**config.mk**
```make
export PLATFORM = sky130hd
export DESIGN_NAME = token_atom_stream_decoder_flat
export DESIGN_NICKNAME = d
export VERILOG_FILES = /design/src/rtl/tasd_pkg.sv /design/src/rtl/tasd_in_if.sv /design/src/rtl/tasd_out_if.sv /design/src/rtl/token_atom_stream_decoder.sv /design/src/flat_wrapper.sv
export VERILOG_INCLUDE_DIRS = /design/src /design/src/rtl
export SDC_FILE = /design/constraint.sdc
export NUM_CORES = 1
export LEC_CHECK = 0
export BUFFER_PORTS_ARGS = -buffer_cell sky130_fd_sc_hd__buf_2
export CELL_PAD_IN_SITES_DETAIL_PLACEMENT = 0
export CELL_PAD_IN_SITES_GLOBAL_PLACEMENT = 2
export CORE_MARGIN = 2
export CORE_UTILIZATION = 39
export DETAILED_ROUTE_END_ITERATION = 6
export PLACE_DENSITY = 0.94
export SLEW_MARGIN = 20
export SYNTH_ARGS = -nofsm -noshare
export SYNTH_HDL_FRONTEND = slang
export SYNTH_SLANG_ARGS = --single-unit
```
**constraint.sdc**
```tcl
create_clock -name clk -period 9.2 [get_ports clk]
set_clock_uncertainty 0.15 [all_clocks]
set_input_delay 0.46 -clock clk [delete_from_list [all_inputs] [get_ports clk]]
set_output_delay 0.46 -clock clk [all_outputs]
set_load 0.005 [all_outputs]
```
**src/rtl/token_atom_stream_decoder_defines.svh**
```systemverilog
// ----------------------------------------------------------------------------
// Token atom stream decoder: assertion macros
// Concurrent check wrappers, compiled out when SYNTH is defined.
// ----------------------------------------------------------------------------
`ifndef TOKEN_ATOM_STREAM_DECODER_DEFINES_SVH
`define TOKEN_ATOM_STREAM_DECODER_DEFINES_SVH

`ifndef SYNTH

// Property holds at every clock edge outside reset
`define TASD_ASSERT(name, clock, reset, prop) \
  name: assert property (@(posedge clock) disable iff (reset) (prop)) \
    else $error("tasd check failed");

// Antecedent implies consequent in the same cycle
`define TASD_ASSERT_IMPLY(name, clock, reset, ante, cons) \
  name: assert property (@(posedge clock) disable iff (reset) (ante) |-> (cons)) \
    else $error("tasd check failed");

`else

`define TASD_ASSERT(name, clock, reset, prop)
`define TASD_ASSERT_IMPLY(name, clock, reset, ante, cons)

`endif

`endif

```
**src/rtl/tasd_pkg.sv**
```systemverilog
// ----------------------------------------------------------------------------
// Token atom stream decoder package
// Payload types and fixed codes shared by the channels and the decoder.
// ----------------------------------------------------------------------------
package tasd_pkg;

  // Byte roles
  localparam logic [2:0] ROLE_TINY    = 3'd0;
  localparam logic [2:0] ROLE_HEADER  = 3'd1;
  localparam logic [2:0] ROLE_LEN     = 3'd2;
  localparam logic [2:0] ROLE_PAYLOAD = 3'd3;
  localparam logic [2:0] ROLE_CTRL    = 3'd4;

  // Atom kinds
  localparam logic [2:0] KIND_TINY   = 3'd0;
  localparam logic [2:0] KIND_SHORT  = 3'd1;
  localparam logic [2:0] KIND_MEDIUM = 3'd2;
  localparam logic [2:0] KIND_LONG   = 3'd3;
  localparam logic [2:0] KIND_CTRL   = 3'd4;

  // Status codes
  localparam logic [1:0] STAT_OK        = 2'd0;
  localparam logic [1:0] STAT_INT_LONG  = 2'd1;
  localparam logic [1:0] STAT_OVER      = 2'd2;
  localparam logic [1:0] STAT_CONTINUED = 2'd3;

  // Header prefix masks and match patterns
  localparam logic [7:0] HDR_TINY_MASK  = 8'b1000_0000;
  localparam logic [7:0] HDR_SHORT_MASK = 8'b1100_0000;
  localparam logic [7:0] HDR_SHORT_PAT  = 8'b1000_0000;
  localparam logic [7:0] HDR_MED_MASK   = 8'b1110_0000;
  localparam logic [7:0] HDR_MED_PAT    = 8'b1100_0000;
  localparam logic [7:0] HDR_LONG_MASK  = 8'b1111_0000;
  localparam logic [7:0] HDR_LONG_PAT   = 8'b1110_0000;

  // Largest integer payload, in bytes
  localparam logic [23:0] INT_MAX_BYTES = 24'd8;

  // Reset value of the byte-atom limit
  localparam logic [23:0] BYTES_LIMIT_RESET = 24'd2048;

  typedef struct packed {
    logic [7:0] data_byte;
    logic       restart;
  } in_item_t;

  typedef struct packed {
    logic [2:0]  role;
    logic [2:0]  atom_kind;
    logic        is_bytes;
    logic        is_signed;
    logic [23:0] atom_length;
    logic [7:0]  byte_out;
    logic [63:0] int_value;
    logic        atom_end;
    logic [1:0]  status;
  } out_item_t;

endpackage

```
**src/rtl/tasd_in_if.sv**
```systemverilog
// ----------------------------------------------------------------------------
// Token atom stream decoder input channel
// Valid/ready channel carrying one stream byte and its restart flag.
// ----------------------------------------------------------------------------
interface tasd_in_if import tasd_pkg::*; ();
  logic     valid;
  logic     ready;
  in_item_t data;

  modport source (output valid, output data, input ready);
  modport sink   (input valid, input data, output ready);
endinterface

```
**src/rtl/tasd_out_if.sv**
```systemverilog
// ----------------------------------------------------------------------------
// Token atom stream decoder output channel
// Valid/ready channel carrying the decode result of one stream byte.
// ----------------------------------------------------------------------------
interface tasd_out_if import tasd_pkg::*; ();
  logic      valid;
  logic      ready;
  out_item_t data;

  modport source (output valid, output data, input ready);
  modport sink   (input valid, input data, output ready);
endinterface

```
**src/rtl/token_atom_stream_decoder.sv**
```systemverilog
// ----------------------------------------------------------------------------
// Token atom stream decoder
// Classifies each byte of a storage security token stream and tracks atoms.
// ----------------------------------------------------------------------------
//
//  channel   dir   handshake       word contents
//  --------  ----  --------------  -----------------------------------------
//  in_ch     in    valid/ready     data_byte, restart
//  out_ch    out   valid/ready     role, kind, flags, length, byte, value,
//                                  atom_end, status
//  cfg       in    cfg_we          cfg_data -> bytes_limit (24 bits)
//
//  One word per cycle sustained while out_ch.ready stays high; the result word
//  is registered: the input register feeds the decode stage, which writes the
//  result register. The per-byte state update is the only loop. Synchronous
//  reset clears the atom state and the valid flags and sets bytes_limit to
//  2048. An output stall holds the result register and then the input
//  register; in_ch.ready drops only when both are full.
//
`include "token_atom_stream_decoder_defines.svh"

module token_atom_stream_decoder import tasd_pkg::*; (
  input  logic        clk,
  input  logic        rst,
  tasd_in_if.sink     in_ch,
  tasd_out_if.source  out_ch,
  input  logic        cfg_we,
  input  logic [23:0] cfg_data
);

  // Decode phase codes
  localparam logic [1:0] PH_HEADER  = 2'd0;
  localparam logic [1:0] PH_LEN     = 2'd1;
  localparam logic [1:0] PH_PAYLOAD = 2'd2;

  // Configuration
  logic [23:0] bytes_limit;

  // Input register
  logic     in_valid;
  in_item_t in_item;

  // Result register
  logic      res_valid;
  out_item_t res;

  // Atom state
  logic [1:0]  phase;
  logic [1:0]  length_bytes_left;
  logic [23:0] payload_left;
  logic [23:0] length_latched;
  logic [2:0]  kind_latched;
  logic [1:0]  flags_latched;   // bit1 byte string, bit0 sign/continued
  logic [63:0] value_accum;
  logic [1:0]  status_latched;

  logic [1:0]  phase_next;
  logic [1:0]  length_bytes_left_next;
  logic [23:0] payload_left_next;
  logic [23:0] length_latched_next;
  logic [2:0]  kind_latched_next;
  logic [1:0]  flags_latched_next;
  logic [63:0] value_accum_next;
  logic [1:0]  status_latched_next;
  out_item_t   res_next;

  logic res_free;
  logic advance;

  // Result register frees when empty or being taken this cycle
  assign res_free     = !res_valid || out_ch.ready;
  assign advance      = in_valid && res_free;
  assign in_ch.ready  = !in_valid || res_free;
  assign out_ch.valid = res_valid;
  assign out_ch.data  = res;

  // Status once the length is known
  function automatic logic [1:0] hdr_status(input logic [1:0]  flags,
                                            input logic [23:0] len,
                                            input logic [23:0] limit);
    logic [1:0] st;
    if (flags[1]) begin
      if (flags[0]) begin
        st = STAT_CONTINUED;
      end else if (len > limit) begin
        st = STAT_OVER;
      end else begin
        st = STAT_OK;
      end
    end else begin
      st = (len > INT_MAX_BYTES) ? STAT_INT_LONG : STAT_OK;
    end
    return st;
  endfunction

  always_comb begin
    logic [7:0] b;
    logic [1:0] ph;
    logic [2:0] role;
    logic       atom_end;
    logic       hdr_done;
    logic [1:0] lbl_dec;
    logic [23:0] pl_dec;

    b        = in_item.data_byte;
    // Restart or an unused phase code: treat this byte as a header
    ph       = (in_item.restart || phase > PH_PAYLOAD) ? PH_HEADER : phase;
    role     = ROLE_TINY;
    atom_end = 1'b0;
    hdr_done = 1'b0;
    lbl_dec  = 2'd0;
    pl_dec   = 24'd0;

    phase_next             = ph;
    length_bytes_left_next = length_bytes_left;
    payload_left_next      = payload_left;
    length_latched_next    = length_latched;
    kind_latched_next      = kind_latched;
    flags_latched_next     = flags_latched;
    value_accum_next       = value_accum;
    status_latched_next    = status_latched;

    unique case (ph)
      PH_LEN: begin
        role                = ROLE_LEN;
        // Shift in the next big-endian length byte
        length_latched_next = {length_latched[15:0], b};
        lbl_dec = (length_bytes_left == 2'd0) ? 2'd0 : length_bytes_left - 2'd1;
        length_bytes_left_next = lbl_dec;
        hdr_done = (lbl_dec == 2'd0);
      end
      PH_PAYLOAD: begin
        role   = ROLE_PAYLOAD;
        pl_dec = (payload_left == 24'd0) ? 24'd0 : payload_left - 24'd1;
        payload_left_next = pl_dec;
        // Gather integers big-endian; low 64 bits survive an overlong one
        if (!flags_latched[1]) begin
          value_accum_next = {value_accum[55:0], b};
        end
        if (pl_dec == 24'd0) begin
          atom_end   = 1'b1;
          phase_next = PH_HEADER;
        end
      end
      default: begin
        // Header byte: drop whatever the previous atom left behind
        value_accum_next       = 64'd0;
        status_latched_next    = STAT_OK;
        length_latched_next    = 24'd0;
        length_bytes_left_next = 2'd0;
        payload_left_next      = 24'd0;
        if ((b & HDR_TINY_MASK) == 8'd0) begin
          kind_latched_next  = KIND_TINY;
          flags_latched_next = {1'b0, b[6]};
          value_accum_next   = {58'd0, b[5:0]};
          role               = ROLE_TINY;
          atom_end           = 1'b1;
        end else if ((b & HDR_SHORT_MASK) == HDR_SHORT_PAT) begin
          kind_latched_next   = KIND_SHORT;
          flags_latched_next  = {b[5], b[4]};
          length_latched_next = {20'd0, b[3:0]};
          role                = ROLE_HEADER;
          hdr_done            = 1'b1;
        end else if ((b & HDR_MED_MASK) == HDR_MED_PAT) begin
          kind_latched_next      = KIND_MEDIUM;
          flags_latched_next     = {b[4], b[3]};
          length_latched_next    = {21'd0, b[2:0]};
          length_bytes_left_next = 2'd1;
          phase_next             = PH_LEN;
          role                   = ROLE_HEADER;
        end else if ((b & HDR_LONG_MASK) == HDR_LONG_PAT) begin
          // Reserved bits 3..2 ignored
          kind_latched_next      = KIND_LONG;
          flags_latched_next     = b[1:0];
          length_bytes_left_next = 2'd3;
          phase_next             = PH_LEN;
          role                   = ROLE_HEADER;
        end else begin
          kind_latched_next  = KIND_CTRL;
          flags_latched_next = 2'b00;
          role               = ROLE_CTRL;
          atom_end           = 1'b1;
        end
      end
    endcase

    // Length complete: fix status, start payload or end an empty atom
    if (hdr_done) begin
      status_latched_next = hdr_status(flags_latched_next, length_latched_next,
                                       bytes_limit);
      payload_left_next   = length_latched_next;
      if (length_latched_next == 24'd0) begin
        phase_next = PH_HEADER;
        atom_end   = 1'b1;
      end else begin
        phase_next = PH_PAYLOAD;
      end
    end

    res_next.role        = role;
    res_next.atom_kind   = kind_latched_next;
    res_next.is_bytes    = flags_latched_next[1];
    res_next.is_signed   = flags_latched_next[0];
    res_next.atom_length = length_latched_next;
    res_next.byte_out    = b;
    res_next.int_value   = value_accum_next;
    res_next.atom_end    = atom_end;
    res_next.status      = status_latched_next;
  end

  // Configuration register
  always_ff @(posedge clk) begin
    if (rst) begin
      bytes_limit <= BYTES_LIMIT_RESET;
    end else if (cfg_we) begin
      bytes_limit <= cfg_data;
    end
  end

  // Input register: load on accept, hold while the decode stage stalls
  always_ff @(posedge clk) begin
    if (rst) begin
      in_valid <= 1'b0;
    end else if (in_ch.ready) begin
      in_valid <= in_ch.valid;
    end
  end

  always_ff @(posedge clk) begin
    if (in_ch.valid && in_ch.ready) begin
      in_item <= in_ch.data;
    end
  end

  // Atom state and result register advance together
  always_ff @(posedge clk) begin
    if (rst) begin
      res_valid         <= 1'b0;
      phase             <= PH_HEADER;
      length_bytes_left <= 2'd0;
      payload_left      <= 24'd0;
      length_latched    <= 24'd0;
      kind_latched      <= KIND_TINY;
      flags_latched     <= 2'b00;
      value_accum       <= 64'd0;
      status_latched    <= STAT_OK;
    end else begin
      if (res_free) begin
        res_valid <= in_valid;
      end
      if (advance) begin
        phase             <= phase_next;
        length_bytes_left <= length_bytes_left_next;
        payload_left      <= payload_left_next;
        length_latched    <= length_latched_next;
        kind_latched      <= kind_latched_next;
        flags_latched     <= flags_latched_next;
        value_accum       <= value_accum_next;
        status_latched    <= status_latched_next;
      end
    end
  end

  always_ff @(posedge clk) begin
    if (advance) begin
      res <= res_next;
    end
  end

  // Result word classes seen by the checks below
  logic res_len_word;    // a length byte is waiting at the output
  logic res_multi_len;   // the waiting word belongs to a medium or long atom
  logic res_one_byte;    // a tiny atom or a control token is waiting

  assign res_len_word  = res_valid && res.role == ROLE_LEN;
  assign res_multi_len = res.atom_kind == KIND_MEDIUM || res.atom_kind == KIND_LONG;
  assign res_one_byte  = res_valid && (res.role == ROLE_TINY || res.role == ROLE_CTRL);

  // Length phase always has length bytes outstanding
  `TASD_ASSERT_IMPLY(a_len_pending, clk, rst, phase == PH_LEN, length_bytes_left != 2'd0)

  // Payload phase always has payload bytes outstanding
  `TASD_ASSERT_IMPLY(a_pay_pending, clk, rst, phase == PH_PAYLOAD, payload_left != 24'd0)

  // Length bytes belong only to medium and long atoms
  `TASD_ASSERT_IMPLY(a_len_kind, clk, rst, res_len_word, res_multi_len)

  // Tiny atoms and control tokens never carry a status and always end their atom
  `TASD_ASSERT_IMPLY(a_status_role, clk, rst, res_one_byte, res.status == STAT_OK && res.atom_end)

endmodule

```
**src/flat_wrapper.sv**
```systemverilog
// flat-port wrapper written by rule: the top's interface ports become plain ports
module token_atom_stream_decoder_flat import tasd_pkg::*;
  (clk, rst, cfg_we, cfg_data, in_ch_valid, in_ch_data, in_ch_ready, out_ch_valid, out_ch_data, out_ch_ready);
  tasd_in_if in_ch_i ();
  tasd_out_if out_ch_i ();
  input  logic clk;
  input  logic rst;
  input  logic cfg_we;
  input  logic [23:0] cfg_data;
  input wire logic [$bits(in_ch_i.valid)-1:0] in_ch_valid;
  input wire logic [$bits(in_ch_i.data)-1:0] in_ch_data;
  output wire logic [$bits(in_ch_i.ready)-1:0] in_ch_ready;
  output wire logic [$bits(out_ch_i.valid)-1:0] out_ch_valid;
  output wire logic [$bits(out_ch_i.data)-1:0] out_ch_data;
  input wire logic [$bits(out_ch_i.ready)-1:0] out_ch_ready;
  assign in_ch_i.valid = in_ch_valid;
  assign in_ch_i.data = in_ch_data;
  assign in_ch_ready = in_ch_i.ready;
  assign out_ch_valid = out_ch_i.valid;
  assign out_ch_data = out_ch_i.data;
  assign out_ch_i.ready = out_ch_ready;
  token_atom_stream_decoder u_core (.clk(clk), .rst(rst), .in_ch(in_ch_i), .out_ch(out_ch_i), .cfg_we(cfg_we), .cfg_data(cfg_data));
endmodule
```
==> flow_summary.ini, run 1 <==
[routing]
wl_met1_mm = 14.1
post_drt_wl_per_cell_um = 17.7
vias_per_cell = 5.40
routed_wl_mm = 30.2
wl_met2_mm = 13.6
detail_route.iter0.violations = 785
top_layer_used = met4
drtAntennaViolNets = 0
drtPass1Iterations = 6
drc = 0
dr_wl_met3_mm = 1.80
num_vias = 9206

[floorplanning]
core.rowCount = 62
io_pins = 147
initial_core_util = 0.397
core_um2 = 28800
die_area_um2 = 30700
die_h_um = 175
die_w_um = 175

[timing]
period_needed_ns = 3.95
drv_slew = 0
slew_headroom = 0.365
max_clock_freq_mhz = 253
fin_crit_sh = 0.430
rsz0062_at_grt = false
finalSetupTns_ns = 0
setup_violations = 0
finalHoldViolations = 0
tightest_slew_ns = 0.950

[global_route]
grt_pass1_vias = 8436
grt_usage = 0.191
gr-total-overflow = 0
grt_first_pass_wirelength_mm = 47.1
grt_max_degree = 82
antenna_found_initial = 0

[pwr]
power_frac_clock = 0.447
finalPower_mw = 2.72
p_seq_frac = 0.474
cellInternalPower_mw = 2.10
p_leak_nw = 5.12
ir_drop_mv = 0.149
powerDensity_nw_per_um2 = 198
p_sw_uw = 624
pwr-share-comb = 0.079
swShare = 0.229

[clock_network]
clkTransAtPathRegs_ns = 0.06
clockBufferDepth = 3
postCtsResizedCells = 0
cts.sinks = 265
clock_latency_ns = 0.55
cts.root.buffer_cell = clkbuf_16
cts_buffers = 29
cts.htree.levels = 1
tritoncts = built

[synth]
yosysSeqAreaShare = 0.566
syn_nets = 1230
synth_cells = 1164
synthDistinctLibCells = 61
synth_top_family_by_area = compound AO/OA/AOI/OAI gates
synth-adder-area-share = 0.0307
synth.mux.area_fraction = 0.0219
synth-xor-area-share = 0.00613
ys_warn_count = 0
async_reset_ff_frac = 0
ys.flop_type = dfxtp_1
syn-cell-area_um2 = 11400
synth_edf_count = 116
ys_ff_latch = 265
syn_area_per_cell_um2 = 9.82
synth_compound_area_frac = 0.184
yosys.area_share.simple = 0.150

[worst_setup_path]
startpoint = u_core.in_item[0]
crit_type = reg2reg
cp-start-kind = flip-flop
r2r-start = u_core.in_item[0]
required_ns = 9.48
crit_fanout = 24
arrival_ns = 4.23
r2r-end = u_core.status_latched[1]
ff2ff_path_depth = 12
rrSetupSlack_ns = 5.25
critPathCaptureType = flip-flop

[job]
drv_cap = 0

[worst_hold_path]
hp-start = in_ch_valid
min_path_type = in2reg
worstHoldPathCells = 3
hold_end = u_core.in_valid

[finish]
regArea_um2 = 6470
layout-drive-gt1-share = 0.163
post-route-util = 0.478
multi_input_area_um2 = 4520
n_fill_cell = 2683
stdcell_count = 1705
num_antenna_cells = 0
layout_common_cells = nand2_1 (207), dfxtp_1 (149), buf_2 (145)
mostFrequentLayoutCell = nand2_1
synthToLayoutAreaGrowth_pct = 20.3
final_nets = 1365

[placement]
gp_congestion = 0.825
portBuffers = 146
hpwl_mm = 19.7
dp.cells = 1623

[status]
status = finished clean
cells in the mapped netlist, types with 3 or more instances:
| cell | count | share of area |
|---|---|---|
| nand2_1 | 207 | 0.068 |
| o31ai_1 | 7 | 0.0046 |
| a21oi_1 | 109 | 0.048 |
| clkbuf_1 | 70 | 0.023 |
| o41ai_1 | 6 | 0.0046 |
| a22oi_1 | 36 | 0.024 |
| dfxtp_1 | 149 | 0.26 |
| nand2b_1 | 4 | 0.0022 |
| nand4_1 | 12 | 0.0066 |
| nor3_1 | 14 | 0.0061 |
| or2_2 | 4 | 0.0022 |
| a221oi_1 | 4 | 0.0031 |
| a21o_1 | 7 | 0.0046 |
| o21ai_0 | 34 | 0.015 |
| nor2b_1 | 4 | 0.0022 |
| mux2i_1 | 25 | 0.022 |
| edfxtp_1 | 116 | 0.30 |
| or4_1 | 5 | 0.0033 |
| a31oi_1 | 5 | 0.0027 |
| o211ai_1 | 4 | 0.0026 |
| or3_1 | 5 | 0.0027 |
| ha_1 | 28 | 0.031 |
| xor2_1 | 5 | 0.0038 |
| a211oi_1 | 14 | 0.0092 |
| a22o_1 | 64 | 0.049 |
| nor2_1 | 115 | 0.038 |
| inv_1 | 42 | 0.014 |
| buf_1 | 9 | 0.0030 |
| nand3_1 | 7 | 0.0031 |
| xnor2_1 | 3 | 0.0023 |
| nor4_1 | 12 | 0.0066 |
cells by family (layout without fill, tap and decap cells):
kind of cell	Yosys count	after routing
AND/OR/NAND/NOR	402	402
AO/OA/AOI/OAI	312	312
flip-flops	265	265
buffers and inverters	124	281
adder cells (fa/ha/maj)	28	28
multiplexers	25	25
XOR/XNOR	8	8
power by group through the flow:
stage,Combinational [mW],Sequential [mW],Clock [mW]
finish,0.214,1.29,1.22
global route,0.237,1.29,1.29
CTS,0.214,1.29,1.24
detailed placement,0.204,1.32,0
global placement,0.205,1.32,0
floorplan,0.134,1.31,0
registers in the layout, indices dropped and copies added, names as in the netlist:
signal and count:
u_core.out_ch.valid 1, u_core.status_latched 2, u_core.bytes_limit 24, u_core.in_valid 1, u_core.in_item 9, u_core.length_bytes_left 2, u_core.value_accum 64, u_core.length_latched 24
u_core.out_ch.data 107, u_core.kind_latched 3, u_core.flags_latched 2, u_core.phase 2, u_core.payload_left 24
area by class of cell:
class,count,share of cell area
Clock buffer,42,0.0623
Tap cell,384,0.0349
Sequential cell,265,0.470
Inverter,43,0.0121
Timing Repair Buffer,185,0.0799
Multi-Input combinational cell,775,0.329
Clock inverter,11,0.0114
worst max-delay path: stages, from the launching register on:
cell and delay (ns):
edfxtp_1 0.38, nor3b_1 0.31, ha_1 0.60, buf_4 0.38, nor2_1 0.08, a21oi_1 0.34, inv_1 0.13, ha_1 0.33
nand4_1 0.09, or4_1 0.47, a32oi_1 0.21, a31oi_1 0.09, a31o_2 0.27
per-stage QoR:
stage	hold slack, ns	setup slack, ns	area, um2
2_1_floorplan	0.274	4.49	11400
3_3_place_gp	0.291	5.27	12400
3_5_place_dp	0.298	5.13	12400
4_1_cts	0.00161	5.14	13700
5_1_grt	0.0172	4.96	13700
6_report	0.0130	5.25	13700
layer usage:
| layer | vias to the layer above | global-route usage |
|---|---|---|
| li1 | 4464 | - |
| met2 | 303 | 0.295 |
| met5 | - | 0 |
| met4 | 0 | 0.0503 |
| met3 | 47 | 0.0287 |
| met1 | 4392 | 0.278 |
repair_timing:
action / 4_1_cts / 5_1_grt
hold buffers: 29 / 0
endpoints found under the hold margin: 29 / 0
setup buffers: 0 / 0
how the worst max path moves through the flow:
stage                          endpoint  slack, ns  cells after the start
2_1_floorplan     u_core.out_ch.data[0]       4.49                      5
3_3_place_gp   u_core.status_latched[1]       5.27                     14
3_5_place_dp   u_core.status_latched[1]       5.13                     14
4_1_cts        u_core.status_latched[1]       5.14                     14
5_1_grt        u_core.status_latched[1]       4.96                     12
6_report       u_core.status_latched[1]       5.25                     12
Power figures use the tool's default switching activity.
==> run 2: changes to the inputs <==
- CORE_UTILIZATION: 39 -> 37
- PLACE_DENSITY: 0.94 -> 0.9
- clock period: 9.2 -> 3.9 ns (I/O delays scaled with it)
==> flow_summary.ini, run 2 (synthesis gave the netlist of run 1 again) <==
[global_route]
grt_usage = 0.187
grt_pass1_vias = 8934
grt_first_pass_wirelength_mm = 49.7
gr-total-overflow = 0
antenna_found_initial = 0
grt_max_degree = 138

[routing]
post_drt_wl_per_cell_um = 17.7
routed_wl_mm = 31.1
num_vias = 9397
detail_route.iter0.violations = 815
drtPass1Iterations = 5
vias_per_cell = 5.35
drc = 0
drtAntennaViolNets = 0

[clock_network]
cts_buffers = 30
cts.root.buffer_cell = clkbuf_16
cts.sinks = 265
cts.htree.levels = 1
clkTransAtPathRegs_ns = 0.06
clock_latency_ns = 0.57
tritoncts = built
clockBufferDepth = 3

[worst_hold_path]
hold_end = u_core.kind_latched[2]
min_path_type = in2reg
hp-start = rst
worstHoldPathCells = 2

[floorplanning]
initial_core_util = 0.375
die_h_um = 180
core.rowCount = 64
die_area_um2 = 32300
die_w_um = 180
io_pins = 147
core_um2 = 30500

[status]
status = finished clean

[timing]
rsz0062_at_grt = false
finalSetupTns_ns = 0
finalHoldViolations = 0
drv_slew = 0
period_needed_ns = 3.63
fin_crit_sh = 0.932
setup_violations = 0
tightest_slew_ns = 0.813
slew_headroom = 0.458
max_clock_freq_mhz = 275

[finish]
layout-drive-gt1-share = 0.180
num_antenna_cells = 0
layout_common_cells = nand2_1 (207), dfxtp_1 (149), buf_2 (145)
largest_reg_flops = 107
mostFrequentLayoutCell = nand2_1
final_nets = 1405
post-route-util = 0.462
synthToLayoutAreaGrowth_pct = 23.4

[worst_setup_path]
slowest_stage = or4_1
max_stage_delay_ns = 0.42
cp-start-kind = flip-flop
path_cells = nor3b_1, inv_1, ha_1, buf_12, a22oi_1, nor2_1, ha_1, nand4_1, nor2_1, nand4_1, or4_1, a32oi_1, a31oi_1, a31o_2
worst-path-buf-inv = 2
cpLargestDelayFamily = simple AND/OR/NAND/NOR gates
crit_fanout = 27
ff2ff_path_depth = 14
critPathCaptureType = flip-flop
required_ns = 4.20
r2r-end = u_core.status_latched[1]
r2r-start = u_core.in_item[0]
crit_type = reg2reg
rrSetupSlack_ns = 0.27
arrival_ns = 3.93

[placement]
portBuffers = 146
hpwl_mm = 20.5
gp_congestion = 0.832

[pwr]
ir_drop_mv = 0.385
finalPower_mw = 6.28
powerDensity_nw_per_um2 = 446
p_leak_nw = 5.31

[job]
drv_cap = 0
-- run 2: changes by cell type in the layout (fill, tap and decap cells not counted), moves of 2 or more --
cell and change:
buf_12 +6, buf_4 +26, bufinv_16 -3, clkbuf_1 +3, clkbuf_8 +2, clkinv_2 -3
dlygate4sd3_1 +7
-- run 2: area by class of cell --
class | count | area (um2)
fill | 2868 | 16400
clock buffer | 46 | 871
sequential | 265 | 6470
timing repair buffer | 224 | 1480
tap | 396 | 495
multi-input combinational | 775 | 4520
inverter | 43 | 166
clock inverter | 8 | 93.8
-- run 2: report_power, final --
group	leakage [nW]	switching [mW]	internal, mW	total (mW)
clock	0.466	1.11	1.60	2.72
combinational	2.54	0.330	0.199	0.529
sequential	2.30	0.0556	2.99	3.04
-- run 2: how the worst max path moves through the flow --
stage | start | to | slack [ns] | cells past startpoint
5_1_grt | u_core.in_item[0] | u_core.status_latched[1] | 0.07 | 14
3_5_place_dp | u_core.in_item[0] | u_core.status_latched[1] | 0.22 | 12
2_1_floorplan | u_core.in_item[0] | u_core.status_latched[1] | 0.14 | 16
3_3_place_gp | u_core.in_item[0] | u_core.status_latched[1] | 0.35 | 12
4_1_cts | u_core.in_item[0] | u_core.status_latched[1] | 0.21 | 12
6_report | u_core.in_item[0] | u_core.status_latched[1] | 0.27 | 14
-- run 2: routing by layer --
metal,global-route usage,up-vias,part of all wire
li1,-,4544,-
met1,0.259,4444,0.45
met2,0.298,338,0.46
met3,0.0326,71,0.063
met4,0.0579,0,0.028
met5,0,-,0
-- run 2: repair_timing --
action	in CTS	in global routing
buffers inserted	0	0
gates resized for setup	0	2
endpoints found under the hold margin	35	0
setup endpoints to repair	0	2
hold buffers	36	0
-- run 2: per-stage QoR --
stage / instance area [um2] / worst slack [ns] / instances / hold WS (ns)
detailed placement: 12800 / 0.219 / 1667 / 0.224
floorplan: 11400 / 0.137 / 1164 / 0.144
finish: 14100 / 0.266 / 1757 / 0.0510
global placement: 12800 / 0.349 / 1667 / 0.223
CTS: 14100 / 0.210 / 1757 / 0.0477
global route: 14100 / 0.0711 / 1757 / 0.0802
==> run 3: changes to the inputs <==
- BUFFER_PORTS_ARGS: -buffer_cell sky130_fd_sc_hd__buf_2 -> -buffer_cell sky130_fd_sc_hd__buf_4
- PLACE_DENSITY: 0.9 -> 0.79
==> flow_summary.ini, run 3 (synthesis gave the netlist of run 1 again) <==
[status]
status = finished clean

[global_route]
grt_use_met3 = 0.0259
antenna_found_initial = 0
grt_first_pass_wirelength_mm = 50.3
gr-total-overflow = 0
grt_max_degree = 152
grt_usage = 0.191
use_met2 = 0.323
grt_pass1_vias = 8986
busiest_layer = met2
met1_usage = 0.258

[pwr]
p_seq_frac = 0.480
pwr-share-comb = 0.094
swShare = 0.240
powerDensity_nw_per_um2 = 433
p_leak_nw = 5.48
ir_drop_mv = 0.349
cellInternalPower_mw = 4.82
p_sw_mw = 1.52
power_frac_clock = 0.426

[placement]
portBuffers = 146
hpwl_mm = 21.2
gp_congestion = 0.803

[timing]
finalSetupTns_ns = 0
slew_headroom = 0.463
max_clock_freq_mhz = 275
fin_crit_sh = 0.933
drv_slew = 0
rsz0062_at_grt = false
finalHoldViolations = 0
setup_violations = 0
tightest_slew_ns = 0.805
period_needed_ns = 3.64

[floorplanning]
initial_core_util = 0.375
core_um2 = 30500
die_h_um = 180
core.rowCount = 64
io_pins = 147
die_area_um2 = 32300
die_w_um = 180

[worst_setup_path]
cp-start-kind = flip-flop
startpoint = u_core.in_item[0]
crit_type = reg2reg
r2r-end = u_core.status_latched[1]
critPathCaptureType = flip-flop
rrSetupSlack_ns = 0.26
required_ns = 4.20
crit_fanout = 25
r2r-start = u_core.in_item[0]
ff2ff_path_depth = 14
arrival_ns = 3.94

[worst_hold_path]
hold_end = u_core.bytes_limit[17]
min_path_type = in2reg
worstHoldPathCells = 3
hp-start = cfg_we

[clock_network]
tritoncts = built
cts.htree.levels = 1
cts_buffers = 29
cts.root.buffer_cell = clkbuf_16
post-cts-setup-buffer-count = 0
clock_latency_ns = 0.55
cts.sinks = 265
clkTransAtPathRegs_ns = 0.06
clockBufferDepth = 3

[routing]
post_drt_wl_per_cell_um = 18.0
num_vias = 9455
drc = 0
drtPass1Iterations = 5
detail_route.iter0.violations = 667
drtAntennaViolNets = 0
routed_wl_mm = 32.0
vias_per_cell = 5.31

[job]
drv_cap = 0

[finish]
layout-drive-gt1-share = 0.177
final_nets = 1427
post-route-util = 0.480
layout_common_cells = nand2_1 (207), buf_4 (183), dfxtp_1 (149)
num_antenna_cells = 0
mostFrequentLayoutCell = nand2_1
synthToLayoutAreaGrowth_pct = 28.1
n_fill_cell = 2863
largest_reg_flops = 107
regArea_um2 = 6470
multi_input_area_um2 = 4510
[run 3: cell types whose count changed in the layout (fill, tap and decap cells not counted), moves of 4 or more]
| cell | delta |
|---|---|
| dlygate4sd3_1 | +24 |
| buf_4 | +146 |
| clkbuf_8 | -5 |
| clkinv_2 | +4 |
| clkinv_1 | +4 |
| buf_2 | -145 |
| clkbuf_1 | -8 |
[run 3: area by class of cell]
| cell class | instances | area share |
|---|---|---|
| Clock buffer | 32 | 0.0510 |
| Tap cell | 396 | 0.0339 |
| Multi-Input combinational cell | 775 | 0.308 |
| Sequential cell | 265 | 0.442 |
| Timing Repair Buffer | 247 | 0.140 |
| Clock inverter | 21 | 0.0131 |
| Inverter | 43 | 0.0114 |
[run 3: power by group through the flow]
| stage | Sequential [mW] | Combinational, mW | Clock [mW] |
|---|---|---|---|
| 4_1_cts | 3.04 | 0.601 | 2.78 |
| 3_5_place_dp | 3.10 | 0.544 | 0 |
| 6_report | 3.04 | 0.599 | 2.70 |
| 5_1_grt | 3.05 | 0.656 | 2.88 |
| 2_1_floorplan | 3.09 | 0.317 | 0 |
| 3_3_place_gp | 3.10 | 0.546 | 0 |
[run 3: worst max-delay path, cell delays in order, from the launching register on]
cell and delay [ns]:
edfxtp_1 0.39, nor3b_1 0.27, inv_1 0.10, ha_1 0.30, buf_12 0.20, a22oi_1 0.25, nor2_1 0.10, ha_1 0.32
nand4_1 0.14, nor2_1 0.18, nand4_1 0.15, or4_1 0.42, a32oi_1 0.21, a31oi_1 0.08, a31o_2 0.27
[run 3: metrics by stage]
stage	total power [mW]	cell area, um2	hold WS, ns	setup WS [ns]	instances
detailed placement	3.64	13100	0.224	0.245	1666
global placement	3.65	13100	0.224	0.367	1666
floorplan	3.40	11400	0.144	0.137	1164
CTS	6.42	14600	0.00192	0.238	1779
global route	6.59	14600	0.0300	0.0319	1779
finish	6.34	14600	0.0202	0.259	1779
[run 3: metal layers]
layer	vias to the layer above	share of wire
li1	4591	-
met1	4553	0.46
met2	260	0.47
met3	51	0.044
met4	0	0.025
met5	-	0
[run 3: repair_timing]
item,4_1_cts,5_1_grt
gates resized for setup,0,0
hold buffers,60,0
hold endpoints to repair,35,0
[run 3: worst max-delay path by stage]
stage / slack [ns] / endpoint / depth (start not counted)
after detailed placement: 0.25 / u_core.status_latched[1] / 14
final: 0.26 / u_core.status_latched[1] / 14
after floorplan: 0.14 / u_core.status_latched[1] / 16
after CTS: 0.24 / u_core.status_latched[1] / 14
after global routing: 0.03 / u_core.status_latched[1] / 14
after global placement: 0.37 / u_core.status_latched[1] / 14
